===== src/rtl/flc_ram.sv =====
module flc_ram #(
    parameter int WIDTH = 8,
    parameter int DEPTH = 64
) (
    input  logic                     aclk,
    input  logic                     wr_en,
    input  logic [$clog2(DEPTH)-1:0] wr_addr,
    input  logic [WIDTH-1:0]         wr_data,
    input  logic                     rd_en,
    input  logic [$clog2(DEPTH)-1:0] rd_addr,
    output logic [WIDTH-1:0]         rd_data
);

    logic [WIDTH-1:0] mem [DEPTH];
    logic [WIDTH-1:0] rd_data_reg;

    // one write port, one registered read port
    always_ff @(posedge aclk) begin
        if (wr_en) begin
            mem[wr_addr] <= wr_data;
        end
        if (rd_en) begin
            rd_data_reg <= mem[rd_addr];
        end
    end

    assign rd_data = rd_data_reg;

endmodule


===== config.mk =====
export PLATFORM = sky130hd
export DESIGN_NAME = flc_ram
export DESIGN_NICKNAME = d
export VERILOG_FILES = /design/src/rtl/flc_ram.sv
export SDC_FILE = /design/constraint.sdc
export NUM_CORES = 1
export LEC_CHECK = 0
export ABC_AREA = 1
export BUFFER_PORTS_ARGS = -buffer_cell sky130_fd_sc_hd__buf_2
export CAP_MARGIN = 10
export CELL_PAD_IN_SITES_DETAIL_PLACEMENT = 1
export CELL_PAD_IN_SITES_GLOBAL_PLACEMENT = 1
export CORE_MARGIN = 1.5
export CORE_UTILIZATION = 51
export DETAILED_ROUTE_END_ITERATION = 16
export GPL_ROUTABILITY_DRIVEN = 0
export PLACE_DENSITY_LB_ADDON = 0.1
export SETUP_SLACK_MARGIN = 0.3
export SYNTH_ARGS = -nofsm -noshare
export SYNTH_HDL_FRONTEND = slang
export SYNTH_SLANG_ARGS = --single-unit

===== constraint.sdc =====
create_clock -name aclk -period 2.8 [get_ports aclk]
set_clock_uncertainty 0.15 [all_clocks]
set_input_delay 0.14 -clock aclk [delete_from_list [all_inputs] [get_ports aclk]]
set_output_delay 0.14 -clock aclk [all_outputs]
set_load 0.01 [all_outputs]

== After elaboration in Yosys (flattened, before gate mapping) ==
Memory sizes are Yosys's and may differ from the RTL's. A register that Yosys moved wholly into a read port is not among the register bits.
Cells that the tools add are included.

* Register bits after elaboration: 0
* RAM bits: 512
* Bits of input ports: 23
* Output and inout port bits: 8
* Logic and storage cells: 3
* Memories: 1

{| class="wikitable"
|+ Memories
! memory !! depth !! bits a word !! read ports !! clocked after memory_dff !! write ports !! line !! RTL
|-
| mem || 64 || 8 || 1 || 1 || 1 || 14 || <nowiki>logic [WIDTH-1:0] mem [DEPTH];</nowiki>
|}

* Multiplexer cells: 2

{| class="wikitable"
|+ Operators by type and width
! operator !! number
|-
| two-way mux 1 bit || 2
|}

== Depth between registers and ports, before layout ==
* Word-level depth: 2
* Mapped depth: 12
* Gate-level depth less buffers: 9

== Least setup slack after synthesis ==
OpenSTA, ideal clock, no wires.

* Kind: input to register
* Start: in wr_en
* End: mem mem[48][0], enable pin
* Library setup time: 0.395 ns
* Arrival time: 1.511 ns
* Required time: 2.255 ns
* Path slack: 0.744 ns
* Cell stages on the path: 3
* Path buffers: 1
* Cell sequence: clkbuf_1 > nand4_1 > nor4_1

* Longest elaborated chain between the ends: 2

{| class="wikitable"
|+ Ends and longest elaborated chain
! what !! line !! RTL
|-
| start, declared || 6 || <nowiki>input logic wr_en,</nowiki>
|-
| two-way mux 1 bit || 19 || <nowiki>if (wr_en) begin</nowiki>
|-
| two-way mux 1 bit (not written as such) || 20 || <nowiki>mem[wr_addr] <= wr_data;</nowiki>
|-
| end, declared || 14 ||
|}

Every way passes these cells.

== Worst setup path in the final report ==
* Start: in wr_addr[0]
* End: mem mem[31][7], enable pin

{| class="wikitable"
|+ RTL lines
! what !! line !! RTL
|-
| start, declared || 7 || <nowiki>input logic [$clog2(DEPTH)-1:0] wr_addr,</nowiki>
|}

No word-level cell before the write port.

==> summary.md <==
| Metric | Value |
|---|---|
| Status | `complete, no violations` |
| WL final | `61400 um` |
| Ports | `31` |
| Cells after synthesis | `1805` |
| Crit path DAT | `2420 ps` |
| Detail Route Antenna Nets | `0` |
| IO Port Bufs | `30` |
| Initial DRC Count | `1236` |
| CP startpoint kind | `input pin` |
| Hold Violations, Final | `0` |
| DRT Pass-1 Iters | `8` |
| Min Tclk post-route | `2340 ps` |
| Max Cap Violations | `0` |
| Worst flop-to-flop path startpoint | `mem[23][0]` |
| Post-synthesis register bit count | `520` |
| Yosys warnings | `0` |
| Synthesized area per cell | `11.9 um2` |
| Inserted Clock Buffers | `54` |
| Critical hold path startpoint | `wr_data[2]` |
| WL/cell | `25.0 um` |
| # DRC | `0` |
| Worst setup EP type | `register` |
| Via count | `14.5k` |
| Cells after DPL | `2351` |
| Worst path max stage delay | `840 ps` |
| Clk buf depth | `3` |
| CP Launch Point | `wr_addr[0]` |
| Commonest non-fill, non-tap cell in the layout | `nand2_1` |
| Worst-path clk slew | `60 ps` |
| Finished Layout Cells | `2456` |
| Core area | `41100 um2` |
| First-pass GRT wire length | `93600 um` |
| # Post-CTS Setup Buffers | `0` |
| Top cell type's share of synthesized area | `72.9%` |
| Max reg flops | `512` |
| Setup Crit Path Kind | `input pin to register` |
| Worst-margin pin slew | `901 ps` |
| Die area | `43200 um2` |
| Fmax | `427 MHz` |
| CTS tree | `done` |
| Routed vias/inst | `5.88` |
| Most frequent cells in the layout | `648 x nand2_1, 520 x edfxtp_1, 439 x nand3_1` |
| Peak fanout along the critical path | `9` |
| Final setup violation count | `0` |
| CTS Root Cell | `clkbuf_16` |
| GRT Total Usage | `28.9%` |
| Die width | `208 um` |
| Cell variety after synth | `15` |
| Pin count of the biggest net entering global routing | `144` |
| Total gr overflow | `0` |
| # rows | `74` |
| H-tree depth | `2` |
| Initial Utilization | `52.1%` |
| Slew Limit Fails | `0` |
| Vias in the first global route | `15.2k` |
| Worst path slowest cell | `nor2_1` |
| HP Class | `input pin to register` |
| Share of cells above drive strength 1 | `10.6%` |
| Power Dens Cells | `694 nW/um2` |
| RSZ-0062 raised after global routing | `false` |
| Largest cells by area after synthesis | `edfxtp_1 73%, nand2_1 11%, nand3_1 10%` |
| Fin crit share | `83.6%` |
| Setup TNS Final | `0 ps` |
| P&R area growth vs syn | `12.7%` |
| Seq/Total Area, Yosys | `72.9%` |
| Die height | `208 um` |
| Worst endpoint required time | `2880 ps` |
| CTS Sinks | `520` |
| Pleak | `8.82 nW` |
| Hpwl dp | `37300 um` |
| Slew headroom | `40.0%` |
| Fin nets | `1908` |
| Synth Cell Area | `21400 um2` |
| Initial antenna violation count | `1` |
| Clk_lat worst skew | `610 ps` |
| Post-synth net total | `1828` |
| Worst-path cell chain | `dlygate4sd3_1, buf_2, nand4_1, nor2_1` |
| Peak supply drop | `0.610 mV` |
| Yosys top cell by area | `edfxtp_1` |
layer usage:
| layer | vias to the layer above | track usage [%] | part of all wire [%] |
|---|---|---|---|
| met5 | - | 0 | 0 |
| met2 | 462 | 47.4 | 49 |
| li1 | 6512 | - | - |
| met4 | 0 | 11.2 | 3.3 |
| met1 | 7381 | 39.8 | 42 |
| met3 | 98 | 3.55 | 6.0 |
repair_timing:
| action | in CTS | in global routing |
|---|---|---|
| hold buffers | 9 | 0 |
| resized for setup | 0 | 0 |
| endpoints found under the hold margin | 142 | 0 |
per-stage QoR:
stage / worst slack (ps) / area [um2] / power [mW] / hold WS, ps / util (%)
floorplan: 744 / 21400 / 9.42 / 88.9 / -
CTS: 488 / 24100 / 16.8 / 7.04 / 58.7
global route: 346 / 24100 / 17.2 / 33.6 / 58.7
global placement: 502 / 22300 / 9.85 / 344 / 54.3
finish: 459 / 24100 / 16.8 / 21.9 / 58.7
detailed placement: 393 / 22300 / 9.89 / 351 / 54.3
worst max-delay path, delay by kind of cell:
kind | cells | cell delay (ps)
AND/OR/NAND/NOR | 2 | 1520
buffers and inverters | 2 | 740
report_power, final:
part           total (mW)  leakage [nW]  internal, mW  switching [mW]
sequential           8.66          4.69          8.63          0.0281
combinational        1.09          3.31         0.281           0.807
clock                7.01         0.832          4.04            2.97
total                16.8          8.82          13.0            3.81
area by class of cell:
type	count	area [um2]
Fill cell	4224	17000
Antenna cell	1	2.50
Clock inverter	28	235
Tap cell	532	666
Timing Repair Buffer	137	1170
Multi-Input combinational cell	1160	4950
Sequential cell	520	15600
Inverter	12	52.6
Clock buffer	66	1460
final timing paths:
check | to | slack, ps | cells past startpoint
setup / recovery | mem[31][7] | 460 | 4
hold reg to reg | rd_data[5] | 760 | 8
hold / removal | mem[9][2] | 20 | 1
setup reg to reg | rd_data[0] | 1170 | 8
kinds of logic (layout without fill, tap and decap cells):
logic type | count (synthesis) | after routing | share of synthesized area [%]
simple gates | 1160 | 1160 | 23.1
buf+inv | 125 | 243 | 4.01
other cells | 0 | 1 | 0
flops | 520 | 520 | 72.9
synth_stat cells, drive strengths merged:
cell,n
clkbuf,15
nand4,9
nand2,648
edfxtp,520
nand3,439
inv,12
nor2,56
buf,98
nor4,8
No activity file was read; power rests on OpenSTA's default activity.
